$ cat src/hdl/ephg_pkg.sv
// ----------------------------------------------------------------------------
// ephg_pkg: shared constants for the ellipse phase position generator
// Register indexes, CORDIC widths, gain and arctangent table.
// ----------------------------------------------------------------------------
package ephg_pkg;

  localparam int PHASE_W  = 16;
  localparam int RATE_W   = 20;
  localparam int IDX_W    = 4;
  localparam int STEPS    = 20;
  localparam int CNT_W    = 5;
  localparam int ZW       = 34;  // sine/cosine angle, turns * 2^32, signed
  localparam int TW       = 34;  // sine/cosine, Q4.30 signed
  localparam int PW       = 48;  // radius * trig product
  localparam int AW       = 50;  // arctangent datapath
  localparam int RAD_W    = 13;
  localparam int CTR_W    = 14;

  localparam logic [TW-1:0] GAIN_Q30 = TW'(652032874);
  localparam logic [ZW-1:0] HALF_TURN = ZW'(64'd2147483648);
  localparam logic [ZW-1:0] QUARTER_TURN = ZW'(64'd1073741824);

  localparam logic [2:0] REG_CENTER_X = 3'd0;
  localparam logic [2:0] REG_CENTER_Y = 3'd1;
  localparam logic [2:0] REG_RADIUS_X = 3'd2;
  localparam logic [2:0] REG_RADIUS_Y = 3'd3;
  localparam logic [2:0] REG_TIME_CAP = 3'd4;

  localparam logic OP_LOAD    = 1'b0;
  localparam logic OP_ADVANCE = 1'b1;

  function automatic logic [ZW-1:0] atan_turn(input logic [CNT_W-1:0] i);
    logic [31:0] v;
    case (i)
      5'd0:  v = 32'd536870912;
      5'd1:  v = 32'd316933406;
      5'd2:  v = 32'd167458907;
      5'd3:  v = 32'd85004756;
      5'd4:  v = 32'd42667331;
      5'd5:  v = 32'd21354465;
      5'd6:  v = 32'd10679838;
      5'd7:  v = 32'd5340245;
      5'd8:  v = 32'd2670163;
      5'd9:  v = 32'd1335087;
      5'd10: v = 32'd667544;
      5'd11: v = 32'd333772;
      5'd12: v = 32'd166886;
      5'd13: v = 32'd83443;
      5'd14: v = 32'd41722;
      5'd15: v = 32'd20861;
      5'd16: v = 32'd10430;
      5'd17: v = 32'd5215;
      5'd18: v = 32'd2608;
      5'd19: v = 32'd1304;
      default: v = 32'd0;
    endcase
    return {2'b00, v};
  endfunction

endpackage

$ cat src/hdl/ellipse_phase_position_generator.sv
// ----------------------------------------------------------------------------
// ellipse_phase_position_generator
// Per-object phase accumulator with CORDIC position and heading on an ellipse.
// ----------------------------------------------------------------------------
// One word in, one word out. An advance passes through a bit-serial
// rate*time multiply, a sine/cosine CORDIC, a bit-serial radius multiply,
// an atan2 CORDIC and setup/finish states on its way to a result; a load
// skips the multiply and the phase update. The next word is taken once the
// current result has moved to the output register; that result may still
// be waiting on the output then.
module ellipse_phase_position_generator (
  input  logic        clk,
  input  logic        rst,
  input  logic        s_tvalid,
  output logic        s_tready,
  input  logic [55:0] s_tdata,   // object_index, start_phase, phase_rate, elapsed
  input  logic        s_tuser,   // op
  output logic        m_tvalid,
  input  logic        m_tready,
  output logic [63:0] m_tdata,   // object_id, phase_now, pos_x, pos_y, direction
  input  logic        cfg_valid,
  output logic        cfg_ready,
  input  logic [2:0]  cfg_index,
  input  logic [15:0] cfg_data
);

  typedef enum logic [3:0] {
    IDLE, MUL, ADV, SCI, SC, RM, AI, AT, DONE
  } state_t;

  state_t state;
  logic [ephg_pkg::CNT_W-1:0] cnt;

  logic [ephg_pkg::CTR_W-1:0] center_x, center_y;
  logic [ephg_pkg::RAD_W-1:0] radius_x, radius_y;
  logic [15:0] time_cap;

  logic [ephg_pkg::PHASE_W-1:0] phase_table [16];
  logic [ephg_pkg::RATE_W-1:0]  rate_table  [16];

  logic [ephg_pkg::IDX_W-1:0]   idx;
  logic [ephg_pkg::PHASE_W-1:0] phase;
  logic [ephg_pkg::RATE_W-1:0]  rate;
  logic [15:0] dt;
  logic [35:0] macc;
  logic signed [ephg_pkg::TW-1:0] sx, sy;
  logic signed [ephg_pkg::ZW-1:0] sz;
  logic flip;
  logic [ephg_pkg::RAD_W-1:0] rxs, rys;
  logic signed [ephg_pkg::PW-1:0] p_xc, p_xs, p_ys, p_yc;
  logic signed [ephg_pkg::AW-1:0] ax, ay;
  logic signed [ephg_pkg::ZW-1:0] az;
  logic zero_f;

  // input fields
  logic [3:0]  in_idx;
  logic [15:0] in_start, in_elapsed;
  logic [19:0] in_rate;
  assign in_idx     = s_tdata[3:0];
  assign in_start   = s_tdata[19:4];
  assign in_rate    = s_tdata[39:20];
  assign in_elapsed = s_tdata[55:40];

  assign s_tready  = (state == IDLE);
  assign cfg_ready = 1'b1;

  // combinational helpers
  logic [35:0] madd;
  logic [31:0] rnd;
  logic signed [ephg_pkg::ZW-1:0] z0;
  logic signed [ephg_pkg::TW-1:0] sdx, sdy;
  logic signed [ephg_pkg::AW-1:0] adx, ady;
  logic signed [ephg_pkg::ZW-1:0] at;
  logic signed [ephg_pkg::AW-1:0] ix, iy;
  logic signed [ephg_pkg::PW-1:0] rpx, rpy;
  logic signed [17:0] vx, vy;
  logic [13:0] posx, posy;
  logic [31:0] head_r;

  assign madd = {macc[34:0], 1'b0} + (dt[15] ? {16'd0, rate} : 36'd0);
  assign rnd  = macc[31:0] + 32'h8000;
  assign z0   = ephg_pkg::ZW'($signed({phase, 16'd0}));
  assign at   = $signed(ephg_pkg::atan_turn(cnt));
  assign sdx  = sy >>> cnt;
  assign sdy  = sx >>> cnt;
  assign adx  = ay >>> cnt;
  assign ady  = ax >>> cnt;
  assign ix   = -ephg_pkg::AW'(p_xs);
  assign iy   = ephg_pkg::AW'(p_yc);
  assign rpx  = (p_xc + ephg_pkg::PW'(64'sd536870912)) >>> 30;
  assign rpy  = (p_ys + ephg_pkg::PW'(64'sd536870912)) >>> 30;
  assign vx   = $signed({4'd0, center_x}) + 18'(rpx);
  assign vy   = $signed({4'd0, center_y}) + 18'(rpy);
  assign posx = vx[17] ? 14'd0 : (vx > 18'sd16383 ? 14'd16383 : vx[13:0]);
  assign posy = vy[17] ? 14'd0 : (vy > 18'sd16383 ? 14'd16383 : vy[13:0]);
  assign head_r = (zero_f ? 32'd0 : az[31:0]) + 32'h8000;

  always_ff @(posedge clk) begin
    if (rst) begin
      state    <= IDLE;
      cnt      <= '0;
      m_tvalid <= 1'b0;
      center_x <= 14'd8000;
      center_y <= 14'd5200;
      radius_x <= 13'd5440;
      radius_y <= 13'd3200;
      time_cap <= 16'd3277;
      for (int i = 0; i < 16; i++) begin
        phase_table[i] <= '0;
        rate_table[i]  <= '0;
      end
    end else begin
      if (cfg_valid) begin
        unique case (cfg_index)
          ephg_pkg::REG_CENTER_X: center_x <= cfg_data[13:0];
          ephg_pkg::REG_CENTER_Y: center_y <= cfg_data[13:0];
          ephg_pkg::REG_RADIUS_X: radius_x <= cfg_data[12:0];
          ephg_pkg::REG_RADIUS_Y: radius_y <= cfg_data[12:0];
          ephg_pkg::REG_TIME_CAP: time_cap <= cfg_data;
          default: ;
        endcase
      end
      // DONE holds until the output slot is free, so it always ends valid
      if (state == DONE) m_tvalid <= 1'b1;
      else if (m_tready) m_tvalid <= 1'b0;

      unique case (state)
        IDLE: begin
          if (s_tvalid) begin
            idx <= in_idx;
            cnt <= '0;
            if (s_tuser == ephg_pkg::OP_LOAD) begin
              phase_table[in_idx] <= in_start;
              rate_table[in_idx]  <= in_rate;
              phase <= in_start;
              state <= SCI;
            end else begin
              phase <= phase_table[in_idx];
              rate  <= rate_table[in_idx];
              dt    <= (in_elapsed > time_cap) ? time_cap : in_elapsed;
              macc  <= '0;
              state <= MUL;
            end
          end
        end
        MUL: begin
          macc <= madd;
          dt   <= {dt[14:0], 1'b0};
          cnt  <= cnt + 5'd1;
          if (cnt == 5'd15) state <= ADV;
        end
        ADV: begin
          phase <= phase + rnd[31:16];
          phase_table[idx] <= phase + rnd[31:16];
          state <= SCI;
        end
        SCI: begin
          sx  <= $signed(ephg_pkg::GAIN_Q30);
          sy  <= '0;
          cnt <= '0;
          if (z0 > $signed(ephg_pkg::QUARTER_TURN)) begin
            sz <= z0 - $signed(ephg_pkg::HALF_TURN);
            flip <= 1'b1;
          end else if (z0 < -$signed(ephg_pkg::QUARTER_TURN)) begin
            sz <= z0 + $signed(ephg_pkg::HALF_TURN);
            flip <= 1'b1;
          end else begin
            sz <= z0;
            flip <= 1'b0;
          end
          state <= SC;
        end
        SC: begin
          if (cnt == 5'(ephg_pkg::STEPS)) begin
            if (flip) begin
              sx <= -sx;
              sy <= -sy;
            end
            rxs  <= radius_x;
            rys  <= radius_y;
            p_xc <= '0;
            p_xs <= '0;
            p_ys <= '0;
            p_yc <= '0;
            cnt  <= '0;
            state <= RM;
          end else begin
            if (!sz[ephg_pkg::ZW-1]) begin
              sx <= sx - sdx;
              sy <= sy + sdy;
              sz <= sz - at;
            end else begin
              sx <= sx + sdx;
              sy <= sy - sdy;
              sz <= sz + at;
            end
            cnt <= cnt + 5'd1;
          end
        end
        RM: begin
          // radius bits MSB first
          p_xc <= (p_xc <<< 1) + (rxs[12] ? ephg_pkg::PW'(sx) : '0);
          p_xs <= (p_xs <<< 1) + (rxs[12] ? ephg_pkg::PW'(sy) : '0);
          p_ys <= (p_ys <<< 1) + (rys[12] ? ephg_pkg::PW'(sy) : '0);
          p_yc <= (p_yc <<< 1) + (rys[12] ? ephg_pkg::PW'(sx) : '0);
          rxs <= {rxs[11:0], 1'b0};
          rys <= {rys[11:0], 1'b0};
          cnt <= cnt + 5'd1;
          if (cnt == 5'd12) state <= AI;
        end
        AI: begin
          zero_f <= (ix == '0) && (iy == '0);
          cnt <= '0;
          if (ix < 0) begin
            ax <= -ix;
            ay <= -iy;
            az <= $signed(ephg_pkg::HALF_TURN);
          end else begin
            ax <= ix;
            ay <= iy;
            az <= '0;
          end
          state <= AT;
        end
        AT: begin
          if (!ay[ephg_pkg::AW-1]) begin
            ax <= ax + adx;
            ay <= ay - ady;
            az <= az + at;
          end else begin
            ax <= ax - adx;
            ay <= ay + ady;
            az <= az - at;
          end
          cnt <= cnt + 5'd1;
          if (cnt == 5'(ephg_pkg::STEPS - 1)) state <= DONE;
        end
        DONE: begin
          if (!m_tvalid || m_tready) begin
            m_tdata  <= {head_r[31:16], posy, posx, phase, idx};
            state    <= IDLE;
          end
        end
        default: state <= IDLE;
      endcase
    end
  end

  a_one_at_a_time: assert property (@(posedge clk) disable iff (rst)
    (s_tvalid && s_tready) |=> !s_tready)
    else $error("second word taken while busy");

  a_hold_result: assert property (@(posedge clk) disable iff (rst)
    (state == DONE && m_tvalid && !m_tready) |=> (state == DONE && m_tvalid))
    else $error("pending result overwritten");

  a_cordic_count: assert property (@(posedge clk) disable iff (rst)
    (state == AT) |-> (cnt < 5'(ephg_pkg::STEPS)))
    else $error("atan iteration count out of range");

endmodule
$ cat config.mk
export PLATFORM = sky130hd
export DESIGN_NAME = ellipse_phase_position_generator
export DESIGN_NICKNAME = d
export VERILOG_FILES = /design/src/hdl/ephg_pkg.sv /design/src/hdl/ellipse_phase_position_generator.sv
export SDC_FILE = /design/constraint.sdc
export NUM_CORES = 2
export LEC_CHECK = 0
export BUFFER_PORTS_ARGS = -buffer_cell sky130_fd_sc_hd__buf_2
export CORE_UTILIZATION = 45
export DETAILED_ROUTE_END_ITERATION = 8
export GPL_TIMING_DRIVEN = 0
export PLACE_DENSITY = 0.59
export SYNTH_ARGS = -nofsm -noshare
export SYNTH_HDL_FRONTEND = slang
export SYNTH_SLANG_ARGS = --single-unit
$ cat constraint.sdc
create_clock -name clk -period 16.4 [get_ports clk]
set_input_delay 3.28 -clock clk [delete_from_list [all_inputs] [get_ports clk]]
set_output_delay 3.28 -clock clk [all_outputs]
set_load 0.03 [all_outputs]
After elaboration in Yosys (flattened, before gate mapping)
Memory sizes are Yosys's and may differ from the RTL's. A register that Yosys moved wholly into a read port is not among the register bits.
Cells that the tools add are included.
{"block": "classes", "n_shift": 4, "add_sub_neg": 32, "muxes": 84, "eq_ne": 25, "reduce_logical": 37, "order_cmp": 6, "bitwise": 1}
{"operator": "$pmux 48 s2", "n": 4}
{"operator": "$mux 34", "n": 11}
{"operator": "$pmux 34 s2", "n": 4}
{"operator": "$mux 48", "n": 5}
{"operator": "$mux 50", "n": 4}
{"operator": "$pmux 50 s2", "n": 2}
{"operator": "$add 48x48->48", "n": 4}
{"operator": "$mux 32", "n": 4}
{"operator": "$mux 16", "n": 7}
{"operator": "$add 50x50->50", "n": 2}
{"operator": "$logic_not 50->1", "n": 2}
{"operator": "$neg 48->50", "n": 2}
{"operator": "$sshr 50x5->50", "n": 2}
{"operator": "$sub 50x50->50", "n": 2}
{"operator": "$add 48x31->48 const B", "n": 2}
{"operator": "$add 34x33->34", "n": 2}
{"operator": "$add 34x34->34", "n": 2}
{"operator": "$neg 34->34", "n": 2}
{"operator": "$sshr 34x5->34", "n": 2}
{"operator": "$sub 34x33->34", "n": 2}
{"operator": "$sub 34x34->34", "n": 2}
{"operator": "$add 32x16->32 const B", "n": 2}
{"operator": "$pmux 16 s2", "n": 2}
{"operator": "$pmux 32 s2", "n": 1}
{"operator": "other kinds (50)", "n": 115}
{"block": "word_totals", "regBits": 668, "mem_bits_rw": 576, "rom_bits": 960, "inputBits": 81, "mem_count": 3, "output_inout_bits": 67, "wordCells": 221}
{"name": "(no name shown)", "words": 32, "word_bits": 30, "read_ports": 1, "rd_ports_with_merged_regs": 1, "write_ports": 0, "line": "ephg_pkg.sv:34", "text": "case (i)"}
{"name": "rate_table", "words": 16, "word_bits": 20, "read_ports": 1, "rd_ports_with_merged_regs": 1, "write_ports": 16, "line": "ellipse_phase_position_generator.sv:39", "text": "logic [ephg_pkg::RATE_W-1:0] rate_table [16];"}
{"name": "phase_table", "words": 16, "word_bits": 16, "read_ports": 1, "rd_ports_with_merged_regs": 0, "write_ports": 16, "line": "ellipse_phase_position_generator.sv:38", "text": "logic [ephg_pkg::PHASE_W-1:0] phase_table [16];"}

Longest topological paths before layout
{"block": "depth", "ltp_word": 8, "mapped_depth": 34, "mapped_depth_nobuf": 27}

Worst setup path after synthesis
OpenSTA, ideal clock, no wires.
{"block": "synth_timing", "path_type": "in2reg", "from": "input rst", "to": "register p_xc[0] in the netlist's numbering, enable pin", "path_buffers": 3, "slack_ns": 1.176, "t_arrival_ns": 14.354, "setup_ns": 0.870, "path_stages": 4, "t_required_ns": 15.530, "cell_sequence": "clkbuf_1 -> clkbuf_1 -> buf_1 -> a21oi_1"}
{"block": "synth_via", "elab_chain_cells": 2}
{"element": "start: declaration", "line": "ellipse_phase_position_generator.sv:13", "text": "input logic rst,"}
{"element": "$not 1->1 (no source line)"}
{"element": "$reduce_and 3->1 (no source line)"}
{"element": "end signal: assignment", "line": "ellipse_phase_position_generator.sv:202", "text": "p_xc <= (p_xc <<< 1) + (rxs[12] ? ephg_pkg::PW'(sx) : '0);"}
{"element": "end: declaration", "line": "ellipse_phase_position_generator.sv:50", "text": "logic signed [ephg_pkg::PW-1:0] p_xc, p_xs, p_ys, p_yc;"}
No other way between the ends.
A chain may end at the register's enable or synchronous reset.

Worst setup path in the final report
{"block": "layout_timing", "from": "register cnt[4] in the netlist's numbering", "to": "register ax[49] in the netlist's numbering, data pin"}
{"block": "layout_via", "elab_chain_cells": 4, "word_cells_on_any_way": 5, "cone_classes": "add/sub: 2; shift: 1; mux: 2"}
{"element": "start: declaration", "line": "ellipse_phase_position_generator.sv:32", "text": "logic [ephg_pkg::CNT_W-1:0] cnt;"}
{"element": "start signal: assignment", "line": "ellipse_phase_position_generator.sv:149", "text": "cnt <= cnt + 5'd1;"}
{"element": "start signal: assignment", "line": "ellipse_phase_position_generator.sv:197", "text": "cnt <= cnt + 5'd1;"}
{"element": "start signal: assignment", "line": "ellipse_phase_position_generator.sv:208", "text": "cnt <= cnt + 5'd1;"}
{"element": "$sshr 50x5->50 (*)", "line": "ellipse_phase_position_generator.sv:86", "text": "assign adx = ay >>> cnt;"}
{"element": "$add 50x50->50 or $sub 50x50->50 (tied branches)", "line": "ellipse_phase_position_generator.sv:227, ellipse_phase_position_generator.sv:231"}
{"element": "$mux 50 (*)", "line": "ellipse_phase_position_generator.sv:226", "text": "if (!ay[ephg_pkg::AW-1]) begin"}
{"element": "$pmux 50 s2 (*)", "line": "ellipse_phase_position_generator.sv:127", "text": "unique case (state)"}
{"element": "end signal: assignment", "line": "ellipse_phase_position_generator.sv:219", "text": "ax <= ix;"}
{"element": "end signal: assignment", "line": "ellipse_phase_position_generator.sv:227", "text": "ax <= ax + adx;"}
{"element": "end signal: assignment", "line": "ellipse_phase_position_generator.sv:231", "text": "ax <= ax - adx;"}
{"element": "end: declaration", "line": "ellipse_phase_position_generator.sv:51", "text": "logic signed [ephg_pkg::AW-1:0] ax, ay;"}
Every way passes the cells marked *; elsewhere a longest branch is shown, timed or not.

==> impl_metrics.py <==
metrics = {
    "critical_path": {
        "ff2ff_setup_slack_ns": 1.34,
        "crit_path_end_kind": "register",
        "critical_path.most_common_cell": "clkbuf_1",
        "path_max_fanout": 10,
        "critPathArrivalTime_ns": 15.61,
        "startpoint_type": "register",
        "cpMaxStageDelayCell": "buf_1",
        "cpPeakStageDelay_ns": 1.17,
        "worst-path-buf-inv": 10,
        "critical_path_class": "register to register",
        "cp_top_family": "buffers and inverters",
        "crit_required_ns": 16.96,
    },
    "synth": {
        "ys_warn_count": 0,
        "syn_inst": 10100,
        "synth_edf_count": 1182,
        "synth_top_cell_by_area": "edfxtp_1",
        "synth_top_flop_cell": "edfxtp_1",
        "ys_types": 103,
        "ys_seq_area_frac": 0.381,
        "syn_avg_cell_area_um2": 9.79,
        "synth.top_cells.by_count": "edfxtp_1, nor2_1, nand2_1",
        "synth-seq-cells": 1292,
        "yosysMostFrequentCell": "edfxtp_1",
        "netlist_area_um2": 99000,
        "syn-num-nets": 10700,
        "synth_area_leaders": "edfxtp_1, mux4_2, ha_1, nor2_1, xnor2_1",
        "synth.top_cell.area_share": 0.359,
        "async_flop_share": 0,
    },
    "clock_network": {
        "cts.sinks": 1292,
        "cts_hold_buf": 0,
        "clkTransAtPathRegs_ns": 0.08,
        "post-cts-setup-buffers": 0,
        "cts.htree.levels": 4,
        "cts_buffer_depth": 3,
        "clk_latency_ns": 0.86,
        "cts_tree": "done",
        "post_cts_resized": 0,
        "cts_buffers": 153,
        "cts_root_buffer": "clkbuf_16",
    },
    "grt": {
        "grt_pass1_wl_um": 612000,
        "use_met1": 0.499,
        "top_usage_layer": "met2",
        "grt_use_met2": 0.576,
        "grt_max_degree": 59,
        "grt_pass1_vias": 82700,
        "antenna_found_initial": 60,
        "grtUsageMet3": 0.0877,
        "grt_overflow": 0,
        "grt_usage": 0.386,
    },
    "die": {
        "dieArea_um2": 222000,
        "core_area_um2": 218000,
        "initial_utilization": 0.454,
        "row_count": 171,
        "die_x_um": 471,
        "ios": 148,
        "die_h_um": 471,
    },
    "final_layout": {
        "fin_nets": 11100,
        "syn_to_final_growth_pct": 10.4,
        "drive_gt1_frac": 0.105,
        "final_cells": 13500,
    },
    "sta": {
        "hold_viol_final": 0,
        "slew_violations": 134,
        "timing.hold.ws_ns": 0.454,
        "period_needed_ns": 15.06,
        "clock_skew_ns": 0.0620,
        "rsz0062_at_grt": "false",
        "max_freq_mhz": 66.4,
        "timing.final.crit_share": 0.918,
        "tns_ns": 0,
        "setup_viol": 0,
        "worst_slew_pin_slew_ns": 1.74,
        "slew_headroom": -0.165,
    },
    "drt": {
        "drt_iter0_drc": 10600,
        "dr.pass1.iters": 7,
        "viasPerCell": 6.47,
        "wl_per_cell_um": 32.5,
        "vias": 87300,
        "drc_errors": 0,
        "ant_nets": 0,
        "wl_um": 439000,
    },
    "outcome": {
        "status": "finished, violations left",
        "violations": "max-capacitance violations, max-slew violations",
    },
    "placed_design": {
        "dp_cells": 13200,
        "dp_hpwl_um": 339000,
        "gp_routability_congestion": 1.09,
        "io_buffer_count": 146,
    },
    "hold_path": {
        "hold_path.class": "register to register",
    },
    "power_and_ir_drop": {
        "p_leak_nw": 41.5,
        "total_power_mw": 15.2,
        "power_density_nw_per_um2": 139,
        "ir_drop_uv": 110,
    },
    "flow_run": {
        "maxCapViolCount": 15,
    },
}
-- registers in the layout, indices dropped and copies added (netlist names), 48 cells and up --
| name | count |
|---|---|
| ax | 50 |
| ay | 50 |
| m_tdata | 64 |
| p_xc | 48 |
| p_xs | 48 |
| p_yc | 48 |
| p_ys | 48 |
| phase_table | 256 |
| rate_table | 320 |
-- layout make-up --
type / count / area, um^2
fill: 20100 / 109000
multi-input combinational: 8005 / 58100
sequential: 1292 / 37700
clock buffer: 198 / 4200
tap: 2854 / 3570
buffer: 595 / 2450
timing repair buffer: 191 / 1400
clock inverter: 79 / 948
inverter: 221 / 830
antenna: 42 / 105
-- worst min-delay path: cells and delay by family, from the launching register on --
kind	cells	cell delay, ns
flip-flops	1	0.30
AND/OR/NAND/NOR	1	0.05
AO/OA/AOI/OAI	1	0.05
-- power breakdown --
part	internal, mW	leakage [nW]	total, mW	switching (mW)
combinational	2.66	26.6	7.51	4.84
sequential	3.94	12.4	4.18	0.239
clock	2.00	2.51	3.53	1.53
total	8.61	41.5	15.2	6.61
-- per-layer routing --
metal,up-vias,share of wire,wire length [um]
li1,38100,-,-
met1,43300,0.40,175000
met2,4666,0.43,188000
met3,1232,0.094,41100
met4,28,0.079,34800
met5,-,0.00039,170
-- worst paths after layout --
path / from / endpoint / cells after the start
max reg2reg: cnt[4] / ax[49] / 32
min reg2reg: radius_x[0] / radius_x[0] / 2
max: cnt[4] / ax[49] / 32
min: radius_x[0] / radius_x[0] / 2
-- metrics by stage --
stage / util / setup slack [ns] / instance area, um^2
2_1_floorplan: - / 1.18 / 99000
3_3_place_gp: 0.474 / -7.18 / 103000
3_5_place_dp: 0.477 / 1.81 / 104000
4_1_cts: 0.501 / 1.75 / 109000
5_1_grt: 0.501 / 1.68 / 109000
6_report: 0.502 / 1.34 / 109000
-- logic make-up after synthesis --
group,synth area share
AO/OA/AOI/OAI,0.148
XOR/XNOR,0.0760
adder cells (fa/ha/maj),0.0678
buffers and inverters,0.0330
flip-flops,0.381
multiplexers,0.116
other,0.0000379
AND/OR/NAND/NOR,0.178
-- placed cells by master, fill, tap and decap left out, types with 200 or more instances in the layout --
master    instances
o21ai_0         448
nor2_1         1156
clkbuf_1        470
a21o_1          276
ha_1            514
inv_1           218
xnor2_1         477
and2_1          537
buf_2           200
mux4_2          375
a21oi_1         718
xor2_1          381
edfxtp_1       1182
nand2_1         876
(Power assumes the default switching activity.)
